File: src/rtl/core/ffba_pkg.sv
package ffba_pkg;

    // Heap geometry. Neither value sets a width, so both are fixed here.
    localparam int unsigned HEAP_BYTES   = 65536;
    localparam int unsigned HEADER_BYTES = 16;

    localparam logic [17:0] HEAP_LIMIT = 18'(HEAP_BYTES);
    localparam logic [15:0] HDR16      = 16'(HEADER_BYTES);
    localparam logic [16:0] HDR17      = 17'(HEADER_BYTES);
    localparam logic [17:0] HDR18      = 18'(HEADER_BYTES);

    typedef struct packed {
        logic [15:0] start;
        logic [15:0] size;
        logic        free;
    } t_entry;

    typedef enum logic [1:0] {
        STS_OK         = 2'd0,
        STS_EXHAUSTED  = 2'd1,
        STS_TABLE_FULL = 2'd2,
        STS_UNKNOWN    = 2'd3
    } t_status;

    typedef enum logic [3:0] {
        S_IDLE,
        S_RD,
        S_CHK,
        S_SHU_RD,
        S_SHU_WR,
        S_SPLIT_REM,
        S_SPLIT_CUR,
        S_APPEND,
        S_NX_RD,
        S_NX_CHK,
        S_CUR_WR,
        S_SHD_RD,
        S_SHD_WR,
        S_PV,
        S_DONE
    } t_state;

    typedef enum logic [4:0] {
        OP_NONE,
        OP_LOAD,
        OP_RD_IDX,
        OP_NEXT,
        OP_FIN_UNKNOWN,
        OP_FIN_FULL,
        OP_HIT_ALLOC,
        OP_HIT_FREE,
        OP_SHU_RD,
        OP_SHU_WR,
        OP_WR_REM,
        OP_WR_ALLOC,
        OP_APPEND,
        OP_NX_RD,
        OP_MERGE_NX,
        OP_WR_CUR,
        OP_SHD_RD,
        OP_SHD_WR,
        OP_SHD_END,
        OP_MERGE_PV,
        OP_FIN_OK,
        OP_EMIT
    } t_op;

    typedef struct packed {
        t_op op;
    } t_ctl;

    typedef struct packed {
        logic is_free_req;
        logic idx_end;
        logic hit;
        logic tbl_full;
        logic has_next;
        logic next_free;
        logic merged;
        logic shu_end;
        logic shd_end;
        logic pv_merge;
        logic out_free;
    } t_sts;

endpackage

File: src/rtl/core/ffba_ram.sv
module ffba_ram #(
    parameter int WIDTH = 33,
    parameter int DEPTH = 32
) (
    input  logic                     i_clk,
    input  logic                     i_we,
    input  logic [$clog2(DEPTH)-1:0] i_waddr,
    input  logic [WIDTH-1:0]         i_wdata,
    input  logic [$clog2(DEPTH)-1:0] i_raddr,
    output logic [WIDTH-1:0]         o_rdata
);

    logic [WIDTH-1:0] r_mem [DEPTH];

    always_ff @(posedge i_clk) begin
        if (i_we) begin
            r_mem[i_waddr] <= i_wdata;
        end
        o_rdata <= r_mem[i_raddr];
    end

endmodule

File: src/rtl/core/ffba_dp.sv
module ffba_dp #(
    parameter int MAX_BLOCKS = 32
) (
    input  logic            i_clk,
    input  logic            i_rst_n,
    input  ffba_pkg::t_ctl  i_ctl,
    output ffba_pkg::t_sts  o_sts,
    input  logic            i_action,
    input  logic [15:0]     i_request_size,
    input  logic [15:0]     i_block_address,
    input  logic            i_out_stall,
    output logic            o_valid,
    output logic [15:0]     o_data_address,
    output logic [1:0]      o_status
);

    localparam int IW = $clog2(MAX_BLOCKS);
    localparam int CW = $clog2(MAX_BLOCKS + 1);
    localparam logic [CW-1:0] CNT_MAX = CW'(MAX_BLOCKS);
    localparam logic [CW-1:0] ONE     = CW'(1);

    // control state
    logic [CW-1:0] r_cnt, n_cnt;
    logic [16:0]   r_brk, n_brk;
    logic          r_ovalid, n_ovalid;
    // payload
    logic          r_action, n_action;
    logic [15:0]   r_req, n_req;
    logic [15:0]   r_addr, n_addr;
    logic [CW-1:0] r_idx, n_idx;
    logic [CW-1:0] r_k, n_k;
    logic          r_merged, n_merged;
    ffba_pkg::t_entry  r_cur, n_cur;
    ffba_pkg::t_entry  r_prv, n_prv;
    logic [15:0]       r_res_addr, n_res_addr;
    ffba_pkg::t_status r_res_sts, n_res_sts;
    logic [15:0]       r_odata, n_odata;
    ffba_pkg::t_status r_osts, n_osts;

    ffba_pkg::t_entry rd_data, wdata;
    logic [IW-1:0]    waddr, raddr;
    logic             we;

    logic [16:0] need;
    logic [CW:0] idx_p1, k_p1;
    logic [CW-1:0] idx_m1, k_m1;
    logic [16:0] cur_hdr;
    logic [17:0] app_end, app_hdr;
    logic        exhausted, cnt_full;

    assign need    = {1'b0, r_req} + ffba_pkg::HDR17;
    assign idx_p1  = {1'b0, r_idx} + {1'b0, ONE};
    assign k_p1    = {1'b0, r_k} + {1'b0, ONE};
    assign idx_m1  = r_idx - ONE;
    assign k_m1    = r_k - ONE;
    assign cur_hdr = {1'b0, rd_data.start} + ffba_pkg::HDR17;
    assign app_end = {1'b0, r_brk} + {1'b0, need};
    assign app_hdr = {1'b0, r_brk} + ffba_pkg::HDR18;
    assign exhausted = (app_end > ffba_pkg::HEAP_LIMIT) || (app_hdr >= ffba_pkg::HEAP_LIMIT);
    assign cnt_full  = r_cnt >= CNT_MAX;

    always_comb begin
        o_sts.is_free_req = r_action;
        o_sts.idx_end     = r_idx >= r_cnt;
        o_sts.hit         = r_action ? (!rd_data.free && cur_hdr == {1'b0, r_addr})
                                     : (rd_data.free && {1'b0, rd_data.size} >= need);
        o_sts.tbl_full    = cnt_full;
        o_sts.has_next    = idx_p1 < {1'b0, r_cnt};
        o_sts.next_free   = rd_data.free;
        o_sts.merged      = r_merged;
        o_sts.shu_end     = {1'b0, r_k} == idx_p1;
        o_sts.shd_end     = k_p1 >= {1'b0, r_cnt};
        o_sts.pv_merge    = (r_idx != '0) && r_prv.free;
        o_sts.out_free    = !r_ovalid || !i_out_stall;
    end

    // Table memory port control.
    always_comb begin
        we    = 1'b0;
        waddr = '0;
        wdata = rd_data;
        raddr = '0;
        case (i_ctl.op)
            ffba_pkg::OP_RD_IDX: raddr = r_idx[IW-1:0];
            ffba_pkg::OP_SHU_RD: raddr = k_m1[IW-1:0];
            ffba_pkg::OP_NX_RD:  raddr = idx_p1[IW-1:0];
            ffba_pkg::OP_SHD_RD: raddr = k_p1[IW-1:0];
            ffba_pkg::OP_SHU_WR, ffba_pkg::OP_SHD_WR: begin
                we    = 1'b1;
                waddr = r_k[IW-1:0];
            end
            ffba_pkg::OP_WR_REM: begin
                we    = 1'b1;
                waddr = idx_p1[IW-1:0];
                wdata = '{start: r_cur.start + need[15:0],
                          size:  r_cur.size - need[15:0],
                          free:  1'b1};
            end
            ffba_pkg::OP_WR_ALLOC: begin
                we    = 1'b1;
                waddr = r_idx[IW-1:0];
                wdata = '{start: r_cur.start, size: r_req, free: 1'b0};
            end
            ffba_pkg::OP_APPEND: begin
                we    = !exhausted && !cnt_full;
                waddr = r_cnt[IW-1:0];
                wdata = '{start: r_brk[15:0], size: r_req, free: 1'b0};
            end
            ffba_pkg::OP_WR_CUR: begin
                we    = 1'b1;
                waddr = r_idx[IW-1:0];
                wdata = r_cur;
            end
            ffba_pkg::OP_MERGE_PV: begin
                we    = 1'b1;
                waddr = idx_m1[IW-1:0];
                wdata = '{start: r_prv.start,
                          size:  r_prv.size + ffba_pkg::HDR16 + r_cur.size,
                          free:  1'b1};
            end
            default: ;
        endcase
    end

    always_comb begin
        n_cnt      = r_cnt;
        n_brk      = r_brk;
        n_action   = r_action;
        n_req      = r_req;
        n_addr     = r_addr;
        n_idx      = r_idx;
        n_k        = r_k;
        n_merged   = r_merged;
        n_cur      = r_cur;
        n_prv      = r_prv;
        n_res_addr = r_res_addr;
        n_res_sts  = r_res_sts;
        n_odata    = r_odata;
        n_osts     = r_osts;
        n_ovalid   = (i_ctl.op == ffba_pkg::OP_EMIT) ? 1'b1 : (r_ovalid && i_out_stall);
        case (i_ctl.op)
            ffba_pkg::OP_LOAD: begin
                n_action = i_action;
                n_req    = i_request_size;
                n_addr   = i_block_address;
                n_idx    = '0;
                n_merged = 1'b0;
            end
            ffba_pkg::OP_NEXT: begin
                n_prv = rd_data;
                n_idx = idx_p1[CW-1:0];
            end
            ffba_pkg::OP_FIN_UNKNOWN: begin
                n_res_addr = '0;
                n_res_sts  = ffba_pkg::STS_UNKNOWN;
            end
            ffba_pkg::OP_FIN_FULL: begin
                n_res_addr = '0;
                n_res_sts  = ffba_pkg::STS_TABLE_FULL;
            end
            ffba_pkg::OP_HIT_ALLOC: begin
                n_cur = rd_data;
                n_k   = r_cnt;
            end
            ffba_pkg::OP_HIT_FREE: begin
                n_cur      = rd_data;
                n_cur.free = 1'b1;
            end
            ffba_pkg::OP_SHU_WR: n_k = k_m1;
            ffba_pkg::OP_WR_ALLOC: begin
                n_cnt      = r_cnt + ONE;
                n_res_addr = r_cur.start + ffba_pkg::HDR16;
                n_res_sts  = ffba_pkg::STS_OK;
            end
            ffba_pkg::OP_APPEND: begin
                n_res_addr = '0;
                if (exhausted) begin
                    n_res_sts = ffba_pkg::STS_EXHAUSTED;
                end else if (cnt_full) begin
                    n_res_sts = ffba_pkg::STS_TABLE_FULL;
                end else begin
                    n_cnt      = r_cnt + ONE;
                    n_brk      = app_end[16:0];
                    n_res_addr = app_hdr[15:0];
                    n_res_sts  = ffba_pkg::STS_OK;
                end
            end
            ffba_pkg::OP_MERGE_NX: begin
                n_cur.size = r_cur.size + ffba_pkg::HDR16 + rd_data.size;
                n_merged   = 1'b1;
                n_k        = idx_p1[CW-1:0];
            end
            ffba_pkg::OP_SHD_WR:  n_k = k_p1[CW-1:0];
            ffba_pkg::OP_SHD_END: n_cnt = r_cnt - ONE;
            ffba_pkg::OP_MERGE_PV: begin
                // Clearing the index makes the next predecessor check fail.
                n_k   = r_idx;
                n_idx = '0;
            end
            ffba_pkg::OP_FIN_OK: begin
                n_res_addr = '0;
                n_res_sts  = ffba_pkg::STS_OK;
            end
            ffba_pkg::OP_EMIT: begin
                n_odata = r_res_addr;
                n_osts  = r_res_sts;
            end
            default: ;
        endcase
    end

    always_ff @(posedge i_clk) begin
        if (!i_rst_n) begin
            r_cnt    <= '0;
            r_brk    <= '0;
            r_ovalid <= 1'b0;
        end else begin
            r_cnt    <= n_cnt;
            r_brk    <= n_brk;
            r_ovalid <= n_ovalid;
        end
    end

    always_ff @(posedge i_clk) begin
        r_action   <= n_action;
        r_req      <= n_req;
        r_addr     <= n_addr;
        r_idx      <= n_idx;
        r_k        <= n_k;
        r_merged   <= n_merged;
        r_cur      <= n_cur;
        r_prv      <= n_prv;
        r_res_addr <= n_res_addr;
        r_res_sts  <= n_res_sts;
        r_odata    <= n_odata;
        r_osts     <= n_osts;
    end

    ffba_ram #(
        .WIDTH ($bits(ffba_pkg::t_entry)),
        .DEPTH (MAX_BLOCKS)
    ) u_table (
        .i_clk   (i_clk),
        .i_we    (we),
        .i_waddr (waddr),
        .i_wdata (wdata),
        .i_raddr (raddr),
        .o_rdata (rd_data)
    );

    assign o_valid        = r_ovalid;
    assign o_data_address = r_odata;
    assign o_status       = r_osts;

endmodule

File: src/rtl/core/ffba_ctrl.sv
module ffba_ctrl (
    input  logic           i_clk,
    input  logic           i_rst_n,
    input  logic           i_valid,
    input  ffba_pkg::t_sts i_sts,
    output ffba_pkg::t_ctl o_ctl,
    output logic           o_in_stall
);

    ffba_pkg::t_state r_state, n_state;

    always_ff @(posedge i_clk) begin
        if (!i_rst_n) begin
            r_state <= ffba_pkg::S_IDLE;
        end else begin
            r_state <= n_state;
        end
    end

    always_comb begin
        n_state = r_state;
        unique case (r_state)
            ffba_pkg::S_IDLE:      if (i_valid) n_state = ffba_pkg::S_RD;
            ffba_pkg::S_RD: begin
                if (!i_sts.idx_end)        n_state = ffba_pkg::S_CHK;
                else if (i_sts.is_free_req) n_state = ffba_pkg::S_DONE;
                else                       n_state = ffba_pkg::S_APPEND;
            end
            ffba_pkg::S_CHK: begin
                if (!i_sts.hit)            n_state = ffba_pkg::S_RD;
                else if (i_sts.is_free_req) n_state = ffba_pkg::S_NX_RD;
                else if (i_sts.tbl_full)   n_state = ffba_pkg::S_DONE;
                else                       n_state = ffba_pkg::S_SHU_RD;
            end
            ffba_pkg::S_SHU_RD:
                n_state = i_sts.shu_end ? ffba_pkg::S_SPLIT_REM : ffba_pkg::S_SHU_WR;
            ffba_pkg::S_SHU_WR:    n_state = ffba_pkg::S_SHU_RD;
            ffba_pkg::S_SPLIT_REM: n_state = ffba_pkg::S_SPLIT_CUR;
            ffba_pkg::S_SPLIT_CUR: n_state = ffba_pkg::S_DONE;
            ffba_pkg::S_APPEND:    n_state = ffba_pkg::S_DONE;
            ffba_pkg::S_NX_RD:
                n_state = i_sts.has_next ? ffba_pkg::S_NX_CHK : ffba_pkg::S_CUR_WR;
            ffba_pkg::S_NX_CHK:    n_state = ffba_pkg::S_CUR_WR;
            ffba_pkg::S_CUR_WR:
                n_state = i_sts.merged ? ffba_pkg::S_SHD_RD : ffba_pkg::S_PV;
            ffba_pkg::S_SHD_RD:
                n_state = i_sts.shd_end ? ffba_pkg::S_PV : ffba_pkg::S_SHD_WR;
            ffba_pkg::S_SHD_WR:    n_state = ffba_pkg::S_SHD_RD;
            ffba_pkg::S_PV:
                n_state = i_sts.pv_merge ? ffba_pkg::S_SHD_RD : ffba_pkg::S_DONE;
            ffba_pkg::S_DONE:      if (i_sts.out_free) n_state = ffba_pkg::S_IDLE;
            default:               n_state = ffba_pkg::S_IDLE;
        endcase
    end

    always_comb begin
        o_ctl.op   = ffba_pkg::OP_NONE;
        o_in_stall = (r_state != ffba_pkg::S_IDLE);
        unique case (r_state)
            ffba_pkg::S_IDLE: if (i_valid) o_ctl.op = ffba_pkg::OP_LOAD;
            ffba_pkg::S_RD: begin
                if (!i_sts.idx_end)         o_ctl.op = ffba_pkg::OP_RD_IDX;
                else if (i_sts.is_free_req) o_ctl.op = ffba_pkg::OP_FIN_UNKNOWN;
            end
            ffba_pkg::S_CHK: begin
                if (!i_sts.hit)             o_ctl.op = ffba_pkg::OP_NEXT;
                else if (i_sts.is_free_req) o_ctl.op = ffba_pkg::OP_HIT_FREE;
                else if (i_sts.tbl_full)    o_ctl.op = ffba_pkg::OP_FIN_FULL;
                else                        o_ctl.op = ffba_pkg::OP_HIT_ALLOC;
            end
            ffba_pkg::S_SHU_RD: if (!i_sts.shu_end) o_ctl.op = ffba_pkg::OP_SHU_RD;
            ffba_pkg::S_SHU_WR:    o_ctl.op = ffba_pkg::OP_SHU_WR;
            ffba_pkg::S_SPLIT_REM: o_ctl.op = ffba_pkg::OP_WR_REM;
            ffba_pkg::S_SPLIT_CUR: o_ctl.op = ffba_pkg::OP_WR_ALLOC;
            ffba_pkg::S_APPEND:    o_ctl.op = ffba_pkg::OP_APPEND;
            ffba_pkg::S_NX_RD: if (i_sts.has_next) o_ctl.op = ffba_pkg::OP_NX_RD;
            ffba_pkg::S_NX_CHK: if (i_sts.next_free) o_ctl.op = ffba_pkg::OP_MERGE_NX;
            ffba_pkg::S_CUR_WR:    o_ctl.op = ffba_pkg::OP_WR_CUR;
            ffba_pkg::S_SHD_RD:
                o_ctl.op = i_sts.shd_end ? ffba_pkg::OP_SHD_END : ffba_pkg::OP_SHD_RD;
            ffba_pkg::S_SHD_WR:    o_ctl.op = ffba_pkg::OP_SHD_WR;
            ffba_pkg::S_PV:
                o_ctl.op = i_sts.pv_merge ? ffba_pkg::OP_MERGE_PV : ffba_pkg::OP_FIN_OK;
            ffba_pkg::S_DONE: if (i_sts.out_free) o_ctl.op = ffba_pkg::OP_EMIT;
            default: ;
        endcase
    end

endmodule

File: src/rtl/core/first_fit_block_allocator.sv
// First-fit heap block allocator with coalescing of freed neighbors.
// Requests arrive on the input channel (i_valid / o_stall); a transfer
// carries the action (0 allocate, 1 free), the request size and the block
// address. Every request produces exactly one result transfer on the output
// channel (o_valid / i_stall) carrying the data address and a status code.
// The block table lives in a single-port-write, registered-read RAM, and
// each step of the sequencer makes at most one table access. The time a
// request takes is therefore set by the table walk: it grows with every
// entry scanned and with every entry moved when a split opens a slot or a
// merge closes one. The worst case is a free of the second block of a full
// table that merges on both sides.
// One request is processed at a time, and o_stall stays high until the work
// on the current one is done.
// Synchronous reset empties the table and the heap break; the table RAM is
// not cleared, since only entries below the block count are ever read.
// A finished result waits in the output register while i_stall is high;
// the block can already accept the next request, but will not finish it
// until the held result has been transferred.
module first_fit_block_allocator #(
    parameter int MAX_BLOCKS = 32
) (
    input  logic        i_clk,
    input  logic        i_rst_n,
    input  logic        i_valid,
    output logic        o_stall,
    input  logic        i_action,
    input  logic [15:0] i_request_size,
    input  logic [15:0] i_block_address,
    output logic        o_valid,
    input  logic        i_stall,
    output logic [15:0] o_data_address,
    output logic [1:0]  o_status
);

    ffba_pkg::t_ctl ctl;
    ffba_pkg::t_sts sts;

    // Sequencer: walks the table and orders the shift and merge steps.
    ffba_ctrl u_ctrl (
        .i_clk      (i_clk),
        .i_rst_n    (i_rst_n),
        .i_valid    (i_valid),
        .i_sts      (sts),
        .o_ctl      (ctl),
        .o_in_stall (o_stall)
    );

    // Datapath: table RAM, block count, heap break and result register.
    ffba_dp #(
        .MAX_BLOCKS (MAX_BLOCKS)
    ) u_dp (
        .i_clk           (i_clk),
        .i_rst_n         (i_rst_n),
        .i_ctl           (ctl),
        .o_sts           (sts),
        .i_action        (i_action),
        .i_request_size  (i_request_size),
        .i_block_address (i_block_address),
        .i_out_stall     (i_stall),
        .o_valid         (o_valid),
        .o_data_address  (o_data_address),
        .o_status        (o_status)
    );

    // An accepted request always keeps the input side busy the next cycle.
    a_busy_after_accept: assert property (@(posedge i_clk) disable iff (!i_rst_n)
        (i_valid && !o_stall) |=> o_stall)
        else $error("input not stalled after a request transfer");

    // Results with an error status never report a nonzero data address.
    a_zero_addr_on_error: assert property (@(posedge i_clk) disable iff (!i_rst_n)
        (o_valid && o_status != ffba_pkg::STS_OK) |-> (o_data_address == 16'd0))
        else $error("nonzero data address with error status");

    // Issuing a result always leaves a valid result in the output register.
    a_emit_sets_valid: assert property (@(posedge i_clk) disable iff (!i_rst_n)
        (ctl.op == ffba_pkg::OP_EMIT) |=> o_valid)
        else $error("result issued but output not valid");

endmodule

File: config.mk
export PLATFORM = sky130hd
export DESIGN_NAME = first_fit_block_allocator
export DESIGN_NICKNAME = d
export VERILOG_FILES = /design/src/rtl/core/ffba_pkg.sv /design/src/rtl/core/ffba_ram.sv /design/src/rtl/core/ffba_dp.sv /design/src/rtl/core/ffba_ctrl.sv /design/src/rtl/core/first_fit_block_allocator.sv
export SDC_FILE = /design/constraint.sdc
export NUM_CORES = 2
export LEC_CHECK = 0
export ABC_AREA = 0
export BUFFER_PORTS_ARGS = -buffer_cell sky130_fd_sc_hd__buf_2
export CAP_MARGIN = 15
export CORE_MARGIN = 4
export CORE_UTILIZATION = 35
export CTS_CLUSTER_SIZE = 12
export DETAILED_ROUTE_END_ITERATION = 10
export GPL_TIMING_DRIVEN = 0
export PLACE_DENSITY = 0.49
export SLEW_MARGIN = 20
export SYNTH_ARGS = -nofsm -noshare
export SYNTH_HDL_FRONTEND = slang
export SYNTH_SLANG_ARGS = --single-unit
File: constraint.sdc
create_clock -name i_clk -period 6.12 [get_ports i_clk]
set_input_delay 1.224 -clock i_clk [delete_from_list [all_inputs] [get_ports i_clk]]
set_output_delay 1.224 -clock i_clk [all_outputs]
set_load 0.005 [all_outputs]
==> parameters.txt <==
Parameter                              Value

Floorplanning
  Row count ... 145
  Die boundary width ... 406.0 um
  Die Ht ... 406.0 um
  Effective utilization at floorplan ... 35.37%
  Area of the die ... 164900 um^2
  Standard cell core area ... 156800 um^2
  I/O pin cnt ... 57

Synthesis
  Synthesized area divided by synthesized cell count ... 13.11 um^2
  Main area contributors after synthesis ... sky130_fd_sc_hd__edfxtp_1 65%, sky130_fd_sc_hd__nand2_1 5.3%, sky130_fd_sc_hd__ha_1 3.2%
  Instance count of the mapped netlist ... 4228
  Post-synth top flop ... sky130_fd_sc_hd__edfxtp_1
  Cell Area, Synth ... 55450 um^2
  Synth Warn # ... 0
  Total of flip-flops plus latches after synthesis ... 1265
  Number of distinct library cells after synthesis ... 91
  Mapped Nets ... 4415
  Fraction of registers with async set/reset ... 0%
  Sequential share of the synthesized area ... 67.41%
  Post-synth EDFFs ... 1204
  Share of the synthesized area in the top cell type ... 65.20%
  Library cell with the largest summed area after synthesis ... sky130_fd_sc_hd__edfxtp_1

Critical path
  Logic depth of the worst register-to-register path ... 14
  Critical Path Fanout Max ... 12
  Startpoint of the lowest-slack register-to-register path ... u_dp.r_cnt[5]
  Start point of the critical path ... u_dp.r_cnt[5]
  Type of the worst setup path ... reg2reg
  Required time of the worst setup path ... 6.78 ns
  Critical Path AT ... 6.68 ns
  Category of the worst setup path capture point ... flip-flop
  Kind of launch point of the worst setup path ... flip-flop

STA
  Shortest period the worst path allows ... 6.016 ns
  Max-slew violation count ... 0
  Relative slew margins ... 25.72%
  Worst Clk Skew ... 0.04094 ns
  Crit share post-route ... 98.29%
  Total negative slack ... 0 ns
  Maximum operating frequency ... 166.2 MHz
  Worst Slack Setup Final ... 0.1044 ns
  Final hold violation count ... 0
  Number of setup violations in the final report ... 0
  Transition time at the pin with the least slew margin ... 1.114 ns
  RSZ-0062 raised after global routing ... true

Power
  Sw frac ... 38.80%
  Internal portion of total power ... 20.46 mW
  Leakage power figure ... 22.80 nW
  Worst voltage drop across the vdd grid ... 0.0003212 V
  Sequential group share of total power ... 37.0%
  Combinational Power Share ... 37.9%
  Pwr dens ... 503.6 nW/um^2
  P_sw ... 12.97 mW
  Clock network power share ... 25.1%

CTS
  Source-to-sink clock delay at the later pin of the worst-skew pair ... 0.78 ns
  Hold-fix buffers at CTS ... 0
  Maximum buffer depth of the clock tree ... 3
  Number of CTS-inserted buffers ... 141
  Clock Tree Root ... sky130_fd_sc_hd__clkbuf_16
  H-tree depth ... 4
  Clock transition time at the flip-flop clock pins of the worst setup and hold paths ... 0.06 ns
  TritonCTS clock tree ... done
  Sink Count ... 1265

Min path
  Start point of the worst min-delay path ... u_dp.r_res_addr[13]
  Class of the most critical hold timing path ... reg2reg
  Cell depth of the worst hold path ... 0

Routing
  Routed wirelength normalized by instance count ... 28.71 um
  Residual DRC count ... 0
  Wirelength, routed ... 195700 um
  Final antenna-violating net count ... 0
  Detailed-routing iteration count for the pre-antenna-repair pass ... 7
  Total via count in the routed design ... 38360
  Number of DRC markers in iteration 0 ... 4557
  Via density per instance ... 5.625

Layout
  Nets@finish ... 4840
  Post-route non-filler standard cell count ... 6819
  Synthesis-to-layout area growth ... 19.74%
  Post-route standard cell area excluding fillers ... 66390 um^2
  Fraction of layout cells with a size suffix above 1 ... 15.13%

Placement
  Minimum setup slack after placement ... -1.168 ns
  Detailed placer's ending HPWL ... 144600 um
  Placed Instances ... 6554
  Cell area after placement ... 61370 um^2
  Port bufs ... 55
  Placer's final routability congestion estimate ... 0.9148

Status
  Outcome ... finished, final reports clean

GRT
  Number of global-route vias before repair ... 36660
  Global Route Usage Sum ... 23.40%
  Global-route wire length before repair ... 275600 um
  Maximum number of pins on one net before global-route repair ... 33
  Initial antenna violation count ... 8
  Total gr overflow ... 0

Job
  Max cap viols ... 0
[worst max-delay path, cell delays in order, from the launching register on]
cell and delay [ns]:
sky130_fd_sc_hd__dfxtp_1 0.30, sky130_fd_sc_hd__clkbuf_1 0.52, sky130_fd_sc_hd__inv_1 0.16, sky130_fd_sc_hd__clkbuf_2 0.37
sky130_fd_sc_hd__ha_1 0.45, sky130_fd_sc_hd__nand3_1 0.10, sky130_fd_sc_hd__o211ai_1 0.54, sky130_fd_sc_hd__o31ai_1 0.25
sky130_fd_sc_hd__a221oi_2 0.66, sky130_fd_sc_hd__a32o_1 0.48, sky130_fd_sc_hd__nor2_1 0.24, sky130_fd_sc_hd__clkbuf_1 0.47
sky130_fd_sc_hd__a32oi_1 0.79, sky130_fd_sc_hd__nand4_1 0.30, sky130_fd_sc_hd__nor3_2 0.26
[power by group through the flow]
stage | sequential, mW | clock, mW | combinational [mW]
CTS | 12.4 | 8.52 | 12.4
floorplan | 12.3 | 0 | 6.02
finish | 12.4 | 8.38 | 12.7
detailed placement | 12.5 | 0 | 12.3
global placement | 12.9 | 0 | 10.6
global route | 12.4 | 8.89 | 13.4
[through the flow]
stage                     utilization [%]  power [mW]  hold WS (ns)
after global placement              37.19       23.54        0.4063
after global routing                42.35       34.70        0.4217
after detailed placement            39.15       24.80        0.4056
final                               42.36       33.43        0.4137
after floorplan                         -       18.34        0.4003
after CTS                           42.19       33.32        0.4076
[cell families after synthesis]
family / after synthesis / synth area share, %
compound gates: 662 / 8.694
xor+xnor: 138 / 2.247
fa+ha+maj: 154 / 3.538
buf+inv: 304 / 2.421
flops: 1265 / 67.41
mux: 163 / 2.942
simple gates: 1542 / 12.75
[final timing paths]
path,to,slack (ns)
setup / recovery,u_dp.u_table.o_rdata[12],0.10
setup reg to reg,u_dp.u_table.o_rdata[12],0.10
hold reg to reg,u_dp.o_data_address[13],0.41
hold / removal,u_dp.o_data_address[13],0.41
[flip-flops by register name, summed over array words and instances, names as in the netlist]
signal and flops:
u_dp.r_cnt 6, u_dp.r_idx 6, u_dp.r_prv 33, u_dp.r_brk 17, u_dp.u_table.r_mem 1056, u_dp.r_cur 33
u_dp.r_merged 1, u_dp.r_addr 16, u_dp.r_res_addr 16, u_dp.o_valid 1, u_dp.u_table.o_rdata 33, u_dp.r_req 16
u_dp.o_status 2, u_dp.r_res_sts 2, u_dp.r_action 1, u_dp.r_k 6, u_dp.o_data_address 16, u_ctrl.r_state 4
[cells in the mapped netlist (all sizes together) (10+ instances only)]
library cell  count
edfxtp         1204
nand2           782
nand3           261
mux2i           163
ha              144
a32oi           138
nor2            128
buf             115
o21ai           115
clkbuf          105
nor3             97
and3             89
a21oi            86
nand4            84
inv              83
xnor2            83
a211oi           79
dfxtp            61
xor2             53
a222oi           34
a31oi            34
a21o             28
nor2b            21
o22ai            18
o21a             17
nand2b           16
o211ai           15
o21bai           12
o31ai            11
or3              11
a221oi           10
nor3b            10
nor4             10
[placed cells by master, fill, tap and decap left out, drive strengths merged, types with 7 or more instances in the layout]
cell type,netlist,layout
a2111oi,7,7
a211oi,79,79
a21o,28,28
a21oi,86,86
a221oi,10,10
a222oi,34,34
a22oi,7,7
a31oi,34,34
a32oi,138,138
and2,8,8
and3,89,89
buf,115,397
bufinv,0,10
clkbuf,105,296
clkinv,1,41
dfxtp,61,61
edfxtp,1204,1204
ha,144,144
inv,83,89
mux2i,163,163
nand2,782,782
nand2b,16,16
nand3,261,261
nand4,84,84
nor2,128,128
nor2b,21,21
nor3,97,97
nor3b,10,10
nor4,10,10
o211ai,15,15
o21a,17,17
o21ai,115,115
o21bai,12,12
o22ai,18,18
o31ai,11,11
or3,11,11
xnor2,83,83
xor2,53,53
[layout make-up]
| cell class | instances | area, um^2 |
|---|---|---|
| clock inverters | 59 | 726.9 |
| inverters | 84 | 315.3 |
| flip-flops and latches | 1265 | 37380 |
| clock buffers | 191 | 3790 |
| plain buffers | 220 | 1046 |
| well taps | 2058 | 2575 |
| fillers | 14450 | 90360 |
| diodes | 1 | 2.502 |
| multi-input cells | 2659 | 17700 |
| repair buffers | 282 | 2860 |
[layer usage]
| layer | wire length (um) | share of wire [%] | GRT usage, % |
|---|---|---|---|
| met5 | 13 | 0.0066 | 0 |
| met4 | 5780 | 3.0 | 6.818 |
| met3 | 14270 | 7.3 | 4.234 |
| met2 | 90630 | 46 | 37.65 |
| met1 | 85050 | 43 | 32.44 |
[what timing repair did]
action	CTS	global route
buffers inserted	4	10
gates resized for setup	42	47
setup endpoints to repair	1038	413
gates cloned	0	0
pin swaps	2	8
Power figures use the tool's default switching activity.
